<file path="src/rtl/core/cba_pkg.sv">
package cba_pkg;

    localparam int DISK_BLOCKS = 256;
    localparam int ADDR_W      = $clog2(DISK_BLOCKS);
    localparam int CNT_W       = $clog2(DISK_BLOCKS + 1);
    localparam int TAG_W       = 8;
    localparam int ENTRY_W     = TAG_W + 1;

    localparam logic [TAG_W-1:0] FREE_TAG        = 8'd95;
    localparam logic [8:0]       DISK_SIZE_RESET = 9'd256;

    localparam logic [1:0] ACT_CREATE = 2'd0;
    localparam logic [1:0] ACT_DELETE = 2'd1;
    localparam logic [1:0] ACT_PLACE  = 2'd2;

    localparam logic [1:0] ST_DONE     = 2'd0;
    localparam logic [1:0] ST_NO_SPACE = 2'd1;
    localparam logic [1:0] ST_REFUSED  = 2'd2;

    typedef enum logic [1:0] {
        MODE_CREATE = 2'd0,
        MODE_PLACE  = 2'd1,
        MODE_DELETE = 2'd2
    } scan_mode_t;

    typedef struct packed {
        logic [1:0] action;
        logic [7:0] file_tag;
        logic [8:0] block_count;
        logic [7:0] start_block;
    } cba_req_t;

    typedef struct packed {
        logic [1:0] status;
        logic [7:0] first_block_out;
        logic [8:0] freed_count;
    } cba_rsp_t;

    typedef struct packed {
        logic       load;
        logic       scan_start;
        scan_mode_t scan_mode;
        logic       claim_start;
        logic       status_we;
        logic [1:0] status_code;
        logic       emit;
    } cba_cmd_t;

    typedef struct packed {
        logic [1:0] action;
        logic       len_zero;
        logic       place_in_range;
        logic       scan_done;
        logic       scan_ok;
        logic       claim_done;
        logic       out_free;
    } cba_sts_t;

endpackage

</file>
<file path="src/rtl/core/cba_ram.sv">
module cba_ram #(
    parameter int WIDTH = 8,
    parameter int DEPTH = 256
) (
    input  logic                     aclk,
    input  logic                     we,
    input  logic [$clog2(DEPTH)-1:0] waddr,
    input  logic [WIDTH-1:0]         wdata,
    input  logic [$clog2(DEPTH)-1:0] raddr,
    output logic [WIDTH-1:0]         rdata
);

    logic [WIDTH-1:0] mem [DEPTH];

    always_ff @(posedge aclk) begin
        if (we) begin
            mem[waddr] <= wdata;
        end
        rdata <= mem[raddr];
    end

endmodule

</file>
<file path="src/rtl/core/cba_datapath.sv">
module cba_datapath (
    input  logic              aclk,
    input  logic              aresetn,
    input  cba_pkg::cba_req_t s_data,
    input  logic              cfg_valid,
    output logic              cfg_ready,
    input  logic [8:0]        cfg_data,
    input  cba_pkg::cba_cmd_t cmd,
    output cba_pkg::cba_sts_t sts,
    output logic              m_valid,
    input  logic              m_ready,
    output cba_pkg::cba_rsp_t m_data
);

    import cba_pkg::*;

    logic [8:0]             disk_size_reg, disk_size_next;
    logic [CNT_W-1:0]       eff_size;
    cba_req_t               req_reg, req_next;
    scan_mode_t             mode_reg, mode_next;
    logic                   scanning_reg, scanning_next;
    logic [CNT_W-1:0]       rd_idx_reg, rd_idx_next;
    logic [CNT_W-1:0]       limit_reg, limit_next;
    logic                   p_vld_reg, p_vld_next;
    logic [ADDR_W-1:0]      p_idx_reg, p_idx_next;
    logic [CNT_W-1:0]       run_reg, run_next;
    logic [CNT_W-1:0]       run_start_reg, run_start_next;
    logic                   claiming_reg, claiming_next;
    logic [CNT_W-1:0]       wr_idx_reg, wr_idx_next;
    logic [CNT_W-1:0]       wr_end_reg, wr_end_next;
    logic [1:0]             res_status_reg, res_status_next;
    logic [7:0]             res_first_reg, res_first_next;
    logic [8:0]             res_freed_reg, res_freed_next;
    logic                   m_valid_reg, m_valid_next;
    cba_rsp_t               m_data_reg, m_data_next;
    logic [DISK_BLOCKS-1:0] ent_vld_reg, ent_vld_next;
    logic                   rd_vld_reg, rd_vld_next;

    logic                   ram_we;
    logic [ADDR_W-1:0]      ram_waddr;
    logic [ENTRY_W-1:0]     ram_wdata;
    logic [ENTRY_W-1:0]     ram_rdata;

    logic                   ent_used;
    logic [TAG_W-1:0]       ent_tag;
    logic [CNT_W-1:0]       run_inc;
    logic                   create_hit, place_hit, del_match;
    logic                   issue, exhausted, scan_done, claim_done;
    logic [CNT_W:0]         place_end;
    logic [CNT_W-1:0]       claim_base;

    cba_ram #(
        .WIDTH(ENTRY_W),
        .DEPTH(DISK_BLOCKS)
    ) u_ram (
        .aclk (aclk),
        .we   (ram_we),
        .waddr(ram_waddr),
        .wdata(ram_wdata),
        .raddr(rd_idx_reg[ADDR_W-1:0]),
        .rdata(ram_rdata)
    );

    assign cfg_ready = 1'b1;
    assign eff_size  = (disk_size_reg > 9'(DISK_BLOCKS)) ? CNT_W'(DISK_BLOCKS)
                                                         : CNT_W'(disk_size_reg);
    assign place_end = (CNT_W + 1)'(req_reg.start_block)
                     + (CNT_W + 1)'(req_reg.block_count);

    // An entry never written reads as a free block with the free tag.
    assign ent_used = rd_vld_reg & ram_rdata[TAG_W];
    assign ent_tag  = rd_vld_reg ? ram_rdata[TAG_W-1:0] : FREE_TAG;
    assign run_inc  = run_reg + CNT_W'(1);

    assign create_hit = p_vld_reg && (mode_reg == MODE_CREATE) && !ent_used
                     && (run_inc == CNT_W'(req_reg.block_count));
    assign place_hit  = p_vld_reg && (mode_reg == MODE_PLACE) && ent_used;
    assign del_match  = p_vld_reg && (mode_reg == MODE_DELETE) && ent_used
                     && (ent_tag == req_reg.file_tag);
    assign issue      = scanning_reg && (rd_idx_reg < limit_reg);
    assign exhausted  = scanning_reg && !p_vld_reg && (rd_idx_reg >= limit_reg);
    assign scan_done  = scanning_reg && (create_hit || place_hit || exhausted);
    assign claim_done = claiming_reg && ((wr_idx_reg + CNT_W'(1)) == wr_end_reg);
    assign claim_base = (mode_reg == MODE_PLACE) ? CNT_W'(req_reg.start_block)
                                                 : run_start_reg;

    always_comb begin
        ram_we    = 1'b0;
        ram_waddr = p_idx_reg;
        ram_wdata = {1'b0, FREE_TAG};
        if (claiming_reg) begin
            ram_we    = 1'b1;
            ram_waddr = wr_idx_reg[ADDR_W-1:0];
            ram_wdata = {1'b1, req_reg.file_tag};
        end else if (del_match) begin
            ram_we    = 1'b1;
        end
    end

    always_comb begin
        sts.action         = req_reg.action;
        sts.len_zero       = (req_reg.block_count == 9'd0);
        sts.place_in_range = (place_end <= (CNT_W + 1)'(eff_size));
        sts.scan_done      = scan_done;
        sts.scan_ok        = create_hit || ((mode_reg == MODE_PLACE) && !place_hit);
        sts.claim_done     = claim_done;
        sts.out_free       = !m_valid_reg || m_ready;
    end

    always_comb begin
        disk_size_next  = disk_size_reg;
        req_next        = req_reg;
        mode_next       = mode_reg;
        scanning_next   = scanning_reg;
        rd_idx_next     = rd_idx_reg;
        limit_next      = limit_reg;
        p_vld_next      = 1'b0;
        p_idx_next      = rd_idx_reg[ADDR_W-1:0];
        run_next        = run_reg;
        run_start_next  = run_start_reg;
        claiming_next   = claiming_reg;
        wr_idx_next     = wr_idx_reg;
        wr_end_next     = wr_end_reg;
        res_status_next = res_status_reg;
        res_first_next  = res_first_reg;
        res_freed_next  = res_freed_reg;
        m_valid_next    = m_valid_reg;
        m_data_next     = m_data_reg;
        ent_vld_next    = ent_vld_reg;
        rd_vld_next     = ent_vld_reg[rd_idx_reg[ADDR_W-1:0]];

        if (cfg_valid) begin
            disk_size_next = cfg_data;
        end

        if (cmd.load) begin
            req_next        = s_data;
            res_status_next = ST_DONE;
            res_first_next  = 8'd0;
            res_freed_next  = 9'd0;
        end

        if (cmd.scan_start) begin
            mode_next      = cmd.scan_mode;
            scanning_next  = 1'b1;
            run_next       = '0;
            run_start_next = '0;
            case (cmd.scan_mode)
                MODE_PLACE: begin
                    rd_idx_next = CNT_W'(req_reg.start_block);
                    limit_next  = place_end[CNT_W-1:0];
                end
                MODE_DELETE: begin
                    rd_idx_next = '0;
                    limit_next  = CNT_W'(DISK_BLOCKS);
                end
                default: begin
                    rd_idx_next = '0;
                    limit_next  = eff_size;
                end
            endcase
        end else if (scanning_reg) begin
            if (issue) begin
                rd_idx_next = rd_idx_reg + CNT_W'(1);
            end
            p_vld_next    = issue && !scan_done;
            scanning_next = !scan_done;
            if (p_vld_reg && (mode_reg == MODE_CREATE)) begin
                if (ent_used) begin
                    run_next       = '0;
                    run_start_next = CNT_W'(p_idx_reg) + CNT_W'(1);
                end else begin
                    run_next = run_inc;
                end
            end
            if (del_match && (res_freed_reg != 9'h1FF)) begin
                res_freed_next = res_freed_reg + 9'd1;
            end
        end

        if (cmd.claim_start) begin
            claiming_next  = 1'b1;
            wr_idx_next    = claim_base;
            wr_end_next    = claim_base + CNT_W'(req_reg.block_count);
            res_first_next = claim_base[7:0];
        end else if (claiming_reg) begin
            wr_idx_next   = wr_idx_reg + CNT_W'(1);
            claiming_next = !claim_done;
        end

        if (ram_we) begin
            ent_vld_next[ram_waddr] = 1'b1;
        end

        if (cmd.status_we) begin
            res_status_next = cmd.status_code;
        end

        if (cmd.emit) begin
            m_valid_next                = 1'b1;
            m_data_next.status          = res_status_reg;
            m_data_next.first_block_out = res_first_reg;
            m_data_next.freed_count     = res_freed_reg;
        end else if (m_ready) begin
            m_valid_next = 1'b0;
        end
    end

    always_ff @(posedge aclk) begin
        if (!aresetn) begin
            disk_size_reg <= DISK_SIZE_RESET;
            scanning_reg  <= 1'b0;
            p_vld_reg     <= 1'b0;
            claiming_reg  <= 1'b0;
            m_valid_reg   <= 1'b0;
            ent_vld_reg   <= '0;
            rd_vld_reg    <= 1'b0;
        end else begin
            disk_size_reg <= disk_size_next;
            scanning_reg  <= scanning_next;
            p_vld_reg     <= p_vld_next;
            claiming_reg  <= claiming_next;
            m_valid_reg   <= m_valid_next;
            ent_vld_reg   <= ent_vld_next;
            rd_vld_reg    <= rd_vld_next;
        end
    end

    always_ff @(posedge aclk) begin
        req_reg        <= req_next;
        mode_reg       <= mode_next;
        rd_idx_reg     <= rd_idx_next;
        limit_reg      <= limit_next;
        p_idx_reg      <= p_idx_next;
        run_reg        <= run_next;
        run_start_reg  <= run_start_next;
        wr_idx_reg     <= wr_idx_next;
        wr_end_reg     <= wr_end_next;
        res_status_reg <= res_status_next;
        res_first_reg  <= res_first_next;
        res_freed_reg  <= res_freed_next;
        m_data_reg     <= m_data_next;
    end

    assign m_valid = m_valid_reg;
    assign m_data  = m_data_reg;

endmodule

</file>
<file path="src/rtl/core/cba_ctrl.sv">
module cba_ctrl (
    input  logic              aclk,
    input  logic              aresetn,
    input  logic              s_valid,
    output logic              s_ready,
    input  cba_pkg::cba_sts_t sts,
    output cba_pkg::cba_cmd_t cmd
);

    import cba_pkg::*;

    typedef enum logic [4:0] {
        S_IDLE   = 5'b00001,
        S_DECODE = 5'b00010,
        S_SCAN   = 5'b00100,
        S_CLAIM  = 5'b01000,
        S_FINISH = 5'b10000
    } state_t;

    state_t state_reg, state_next;

    assign s_ready = (state_reg == S_IDLE);

    always_comb begin
        state_next      = state_reg;
        cmd.load        = 1'b0;
        cmd.scan_start  = 1'b0;
        cmd.scan_mode   = MODE_CREATE;
        cmd.claim_start = 1'b0;
        cmd.status_we   = 1'b0;
        cmd.status_code = ST_DONE;
        cmd.emit        = 1'b0;
        case (state_reg)
            S_IDLE: begin
                if (s_valid) begin
                    cmd.load   = 1'b1;
                    state_next = S_DECODE;
                end
            end
            S_DECODE: begin
                case (sts.action)
                    ACT_CREATE: begin
                        if (sts.len_zero) begin
                            state_next = S_FINISH;
                        end else begin
                            cmd.scan_start = 1'b1;
                            cmd.scan_mode  = MODE_CREATE;
                            state_next     = S_SCAN;
                        end
                    end
                    ACT_DELETE: begin
                        cmd.scan_start = 1'b1;
                        cmd.scan_mode  = MODE_DELETE;
                        state_next     = S_SCAN;
                    end
                    ACT_PLACE: begin
                        if (sts.len_zero) begin
                            state_next = S_FINISH;
                        end else if (!sts.place_in_range) begin
                            cmd.status_we   = 1'b1;
                            cmd.status_code = ST_REFUSED;
                            state_next      = S_FINISH;
                        end else begin
                            cmd.scan_start = 1'b1;
                            cmd.scan_mode  = MODE_PLACE;
                            state_next     = S_SCAN;
                        end
                    end
                    default: begin
                        cmd.status_we   = 1'b1;
                        cmd.status_code = ST_REFUSED;
                        state_next      = S_FINISH;
                    end
                endcase
            end
            S_SCAN: begin
                if (sts.scan_done) begin
                    if (sts.action == ACT_DELETE) begin
                        state_next = S_FINISH;
                    end else if (sts.scan_ok) begin
                        cmd.claim_start = 1'b1;
                        state_next      = S_CLAIM;
                    end else begin
                        cmd.status_we   = 1'b1;
                        cmd.status_code = (sts.action == ACT_CREATE) ? ST_NO_SPACE
                                                                     : ST_REFUSED;
                        state_next      = S_FINISH;
                    end
                end
            end
            S_CLAIM: begin
                if (sts.claim_done) begin
                    state_next = S_FINISH;
                end
            end
            S_FINISH: begin
                if (sts.out_free) begin
                    cmd.emit   = 1'b1;
                    state_next = S_IDLE;
                end
            end
            default: begin
                state_next = S_IDLE;
            end
        endcase
    end

    always_ff @(posedge aclk) begin
        if (!aresetn) begin
            state_reg <= S_IDLE;
        end else begin
            state_reg <= state_next;
        end
    end

endmodule

</file>
<file path="src/rtl/core/contiguous_block_allocator.sv">
// Channel    Direction  Handshake            Payload
// s_         in         s_valid / s_ready    cba_req_t: action, tag, count, start
// m_         out        m_valid / m_ready    cba_rsp_t: status, first block, freed
// cfg_       in         cfg_valid/cfg_ready  disk size in use, 9 bits
//
// One request is worked at a time; a new transfer is taken once the previous
// result sits in the output register, even if that result is still stalled.
// Create, place and delete each scan the tag store through its single read
// port, one block per cycle. Reset is synchronous and leaves every block
// free at once through per-entry valid flops, so no clearing pass follows
// reset.

module contiguous_block_allocator (
    input  logic              aclk,
    input  logic              aresetn,
    input  logic              s_valid,
    output logic              s_ready,
    input  cba_pkg::cba_req_t s_data,
    output logic              m_valid,
    input  logic              m_ready,
    output cba_pkg::cba_rsp_t m_data,
    input  logic              cfg_valid,
    output logic              cfg_ready,
    input  logic [8:0]        cfg_data
);

    import cba_pkg::*;

    // The controller sequences decode, scan, claim and result hand-off; the
    // datapath owns the block store, the scan pipeline and the output register.
    cba_cmd_t cmd;
    cba_sts_t sts;

    cba_ctrl u_ctrl (
        .aclk   (aclk),
        .aresetn(aresetn),
        .s_valid(s_valid),
        .s_ready(s_ready),
        .sts    (sts),
        .cmd    (cmd)
    );

    // The datapath latches the request when the controller accepts the
    // transfer, so s_data is only sampled on that edge.
    cba_datapath u_dp (
        .aclk     (aclk),
        .aresetn  (aresetn),
        .s_data   (s_data),
        .cfg_valid(cfg_valid),
        .cfg_ready(cfg_ready),
        .cfg_data (cfg_data),
        .cmd      (cmd),
        .sts      (sts),
        .m_valid  (m_valid),
        .m_ready  (m_ready),
        .m_data   (m_data)
    );

endmodule

</file>
<file path="config.mk">
export PLATFORM = sky130hd
export DESIGN_NAME = contiguous_block_allocator
export DESIGN_NICKNAME = d
export VERILOG_FILES = /design/src/rtl/core/cba_pkg.sv /design/src/rtl/core/cba_ram.sv /design/src/rtl/core/cba_datapath.sv /design/src/rtl/core/cba_ctrl.sv /design/src/rtl/core/contiguous_block_allocator.sv
export SDC_FILE = /design/constraint.sdc
export NUM_CORES = 2
export LEC_CHECK = 0
export ABC_AREA = 1
export BUFFER_PORTS_ARGS = -buffer_cell sky130_fd_sc_hd__buf_2
export CORE_MARGIN = 3
export CORE_UTILIZATION = 54
export CTS_CLUSTER_SIZE = 40
export DETAILED_ROUTE_END_ITERATION = 6
export PLACE_DENSITY_LB_ADDON = 0.08
export SLEW_MARGIN = 40
export SYNTH_ARGS = -nofsm -noshare
export SYNTH_HDL_FRONTEND = slang
export SYNTH_SLANG_ARGS = --single-unit
</file>
<file path="constraint.sdc">
create_clock -name aclk -period 9.7 [get_ports aclk]
set_clock_uncertainty 0.15 [all_clocks]
set_input_delay 1.94 -clock aclk [delete_from_list [all_inputs] [get_ports aclk]]
set_output_delay 1.94 -clock aclk [all_outputs]
set_load 0.005 [all_outputs]
</file>
==> metrics.txt <==
Tmin final 4.87 ns; Worst Setup Start Kind flop; max reg flops 2304; largest net degree at the start of global routing 195; Clk pwr share 44.3%; CTS tree done; post-cts resize count 0; Worst-Skew Late Latency 0.93 ns; Routed WL 317 mm; Worst setup EP type flop; DP HPWL 177 mm; placed insts 11600; maximum VDD drop 213 uV; worst slack, placed 4.81 ns; setup violators final 0; Critical Path Most Common Cell nand2_1; Flop pwr share 51.6%; H-tree Lvls 5; combinational share of power 4.1%; Cell variety after synth 52; Psw 5.25 mW; RSZ-0062 raised after global routing false; DRT iter0 DRCs 9944; Yosys reg bits 2717; I/O Pins 63; DR WL/cell 26.0 um; reg2reg start u_dp.req_reg[8]; PortBufs 61; final hold violations 0; Worst Path Arrival 5.47 ns; synthesized area 110000 um2; CP peak stage delay 0.43 ns; Setup crit start u_dp.req_reg[8]; Hold Slack 0.271 ns; Placer Congestion 0.879; Synth top area share 65.4%; first-pass GRT wire length 470 mm; clock sinks 2717; worst-margin pin slew 0.933 ns; CTS clk-pin slew, worst paths 0.06 ns; fin crit share 50.3%; critical path peak fanout 14; grt total ovfl 0; P_int 19.2 mW; max frequency 205 MHz; clock buffer count from CTS 297; number of global-route vias before repair 70900; share of cells above drive strength 1 9.48%; Layout area overhead 11.0%; Mean Syn Cell Area 11.7 um2; top post-synthesis cells by area edfxtp_1 (65%), nor2_1 (7.2%), o21ai_0 (6.3%), dfxtp_1 (5.8%), o22ai_1 (3.3%); Core Util, Final 60.3%; critical path required time 10.29 ns; Bufs on Longest Clock Path 4; Static Leak 41.4 nW; die area 209000 um2; root buffer cell clkbuf_16; Final #Nets 9360; final std cell area, no fill 122000 um2; area of placed instances 113000 um2; top cell type by total area after synthesis edfxtp_1; FILL cells 16100; vias per inst 6.18; Slew Viols, Final 0; Post-Syn Instances 9442; DRT Pass-1 Iters 6; final cell count without fillers 12200; ys flop type edfxtp_1; ys async rst share 0%; Die Height 457 um; worst-path cell chain ha_1 -> inv_1 -> fa_1 -> o21ai_0 -> a21oi_1 -> o21ai_0 -> nand2_1 -> a21oi_1 -> xor2_1 -> ha_1 -> nand3_1 -> nor2_1 -> nand2_1 -> nand2_1 -> nand4_1 -> nor3_1 -> ha_1 -> inv_1 -> nand2_1 -> o22ai_1; Switching Share 21.5%; sequential share of the synthesized area 71.3%; All-Layer GR Usage 29.8%; max-cap violations 0; Critical Path Slowest Stage Cell edfxtp_1; WS Path Type flop to flop; synth warn 0; DR DRC count 0; final worst slack 4.83 ns; Power Total 24.5 mW; Hold Crit Start u_dp.res_first_reg[3]; status finished clean; initial antenna violation count 7; core region area 202000 um2; placement row count 165; syn nets 9527; Post-synth EDFFs 2398; DR vias 75200; Slew headroom 37.8%; setup bufs post-CTS 0; antenna-violating nets left 0; hold buffers post-CTS 0; setup tns final 0 ns; Die X 457 um; Hold WC Path Type flop to flop; Pwr Density 200 nW/um2; Initial Util 54.4%
synthesized netlist by cell type, types with 21 or more instances:
master / instances
clkbuf_1: 418
o221ai_1: 70
xor2_1: 28
nor2_1: 2124
o21ai_0: 1394
inv_1: 163
ha_1: 42
edfxtp_1: 2398
inv_2: 23
a21oi_1: 58
nor2_2: 21
nor2_4: 81
buf_2: 147
o22ai_1: 577
dfxtp_1: 319
nand3_1: 573
buf_1: 57
nand2_1: 780
cells by family (layout without fill, tap and decap cells):
logic type	Yosys count	in the layout	synth area share, %
and+or+nand+nor	3650	3650	14.0
AOI/OAI and AO/OA	2158	2158	10.8
buffers and inverters	832	890	3.12
adders and majority gates	44	44	0.514
other	1	5	0.00341
xor gates and xnor gates	40	40	0.318
DFF	2717	2717	71.3
worst max-delay path, delay by kind of cell, from the launching register on:
kind	cells	cell delay [ns]
simple gates	8	1.20
fa+ha+maj	4	1.31
flops	1	0.43
compound gates	5	1.09
xor+xnor	1	0.11
buf+inv	2	0.41
power by group through the flow:
stage               registers [mW]  clock network (mW)  logic [mW]
finish                        12.6                10.8        1.01
CTS                           12.6                10.9       0.995
detailed placement            12.9                   0       0.991
floorplan                     12.8                   0       0.647
global route                  12.6                11.4        1.10
global placement              12.9                   0       0.985
layer usage:
layer	GRT usage [%]	wire, um	vias to the layer above
met5	0	13	-
met4	10.4	10600	2
met3	4.95	28900	583
met2	45.7	145000	3657
met1	43.5	133000	37400
li1	-	-	33600
layout by cell type (no fill, tap or decap), types with 42 or more instances in the layout:
cell type,instances
edfxtp_1,2398
nor2_1,1986
o21ai_0,1393
nand2_1,774
o22ai_1,577
nand3_1,573
dfxtp_1,318
clkbuf_16,309
nor2_2,158
inv_1,151
clkbuf_1,85
nor2_4,82
o221ai_1,70
buf_4,69
buf_2,61
a21oi_1,58
clkinv_2,55
ha_1,42
final timing paths:
kind              depth (start not counted)  slack, ns                 to
setup / recovery                         20       4.83  u_dp.limit_reg[1]
hold / removal                            0       0.27    u_dp.m_data[12]
setup reg to reg                         20       4.83  u_dp.limit_reg[1]
hold reg to reg                           0       0.27    u_dp.m_data[12]
area by class of cell:
class | count | area, um2 | share of cell area [%]
timing repair buffer | 176 | 1690 | 1.39
inverter | 190 | 782 | 0.641
antenna | 4 | 10.0 | 0.00820
clock buffer | 421 | 8420 | 6.90
tap | 2672 | 3340 | 2.74
sequential | 2717 | 78400 | 64.2
multi-input combinational | 5893 | 28600 | 23.4
clock inverter | 103 | 810 | 0.663
(Power assumes the default switching activity.)
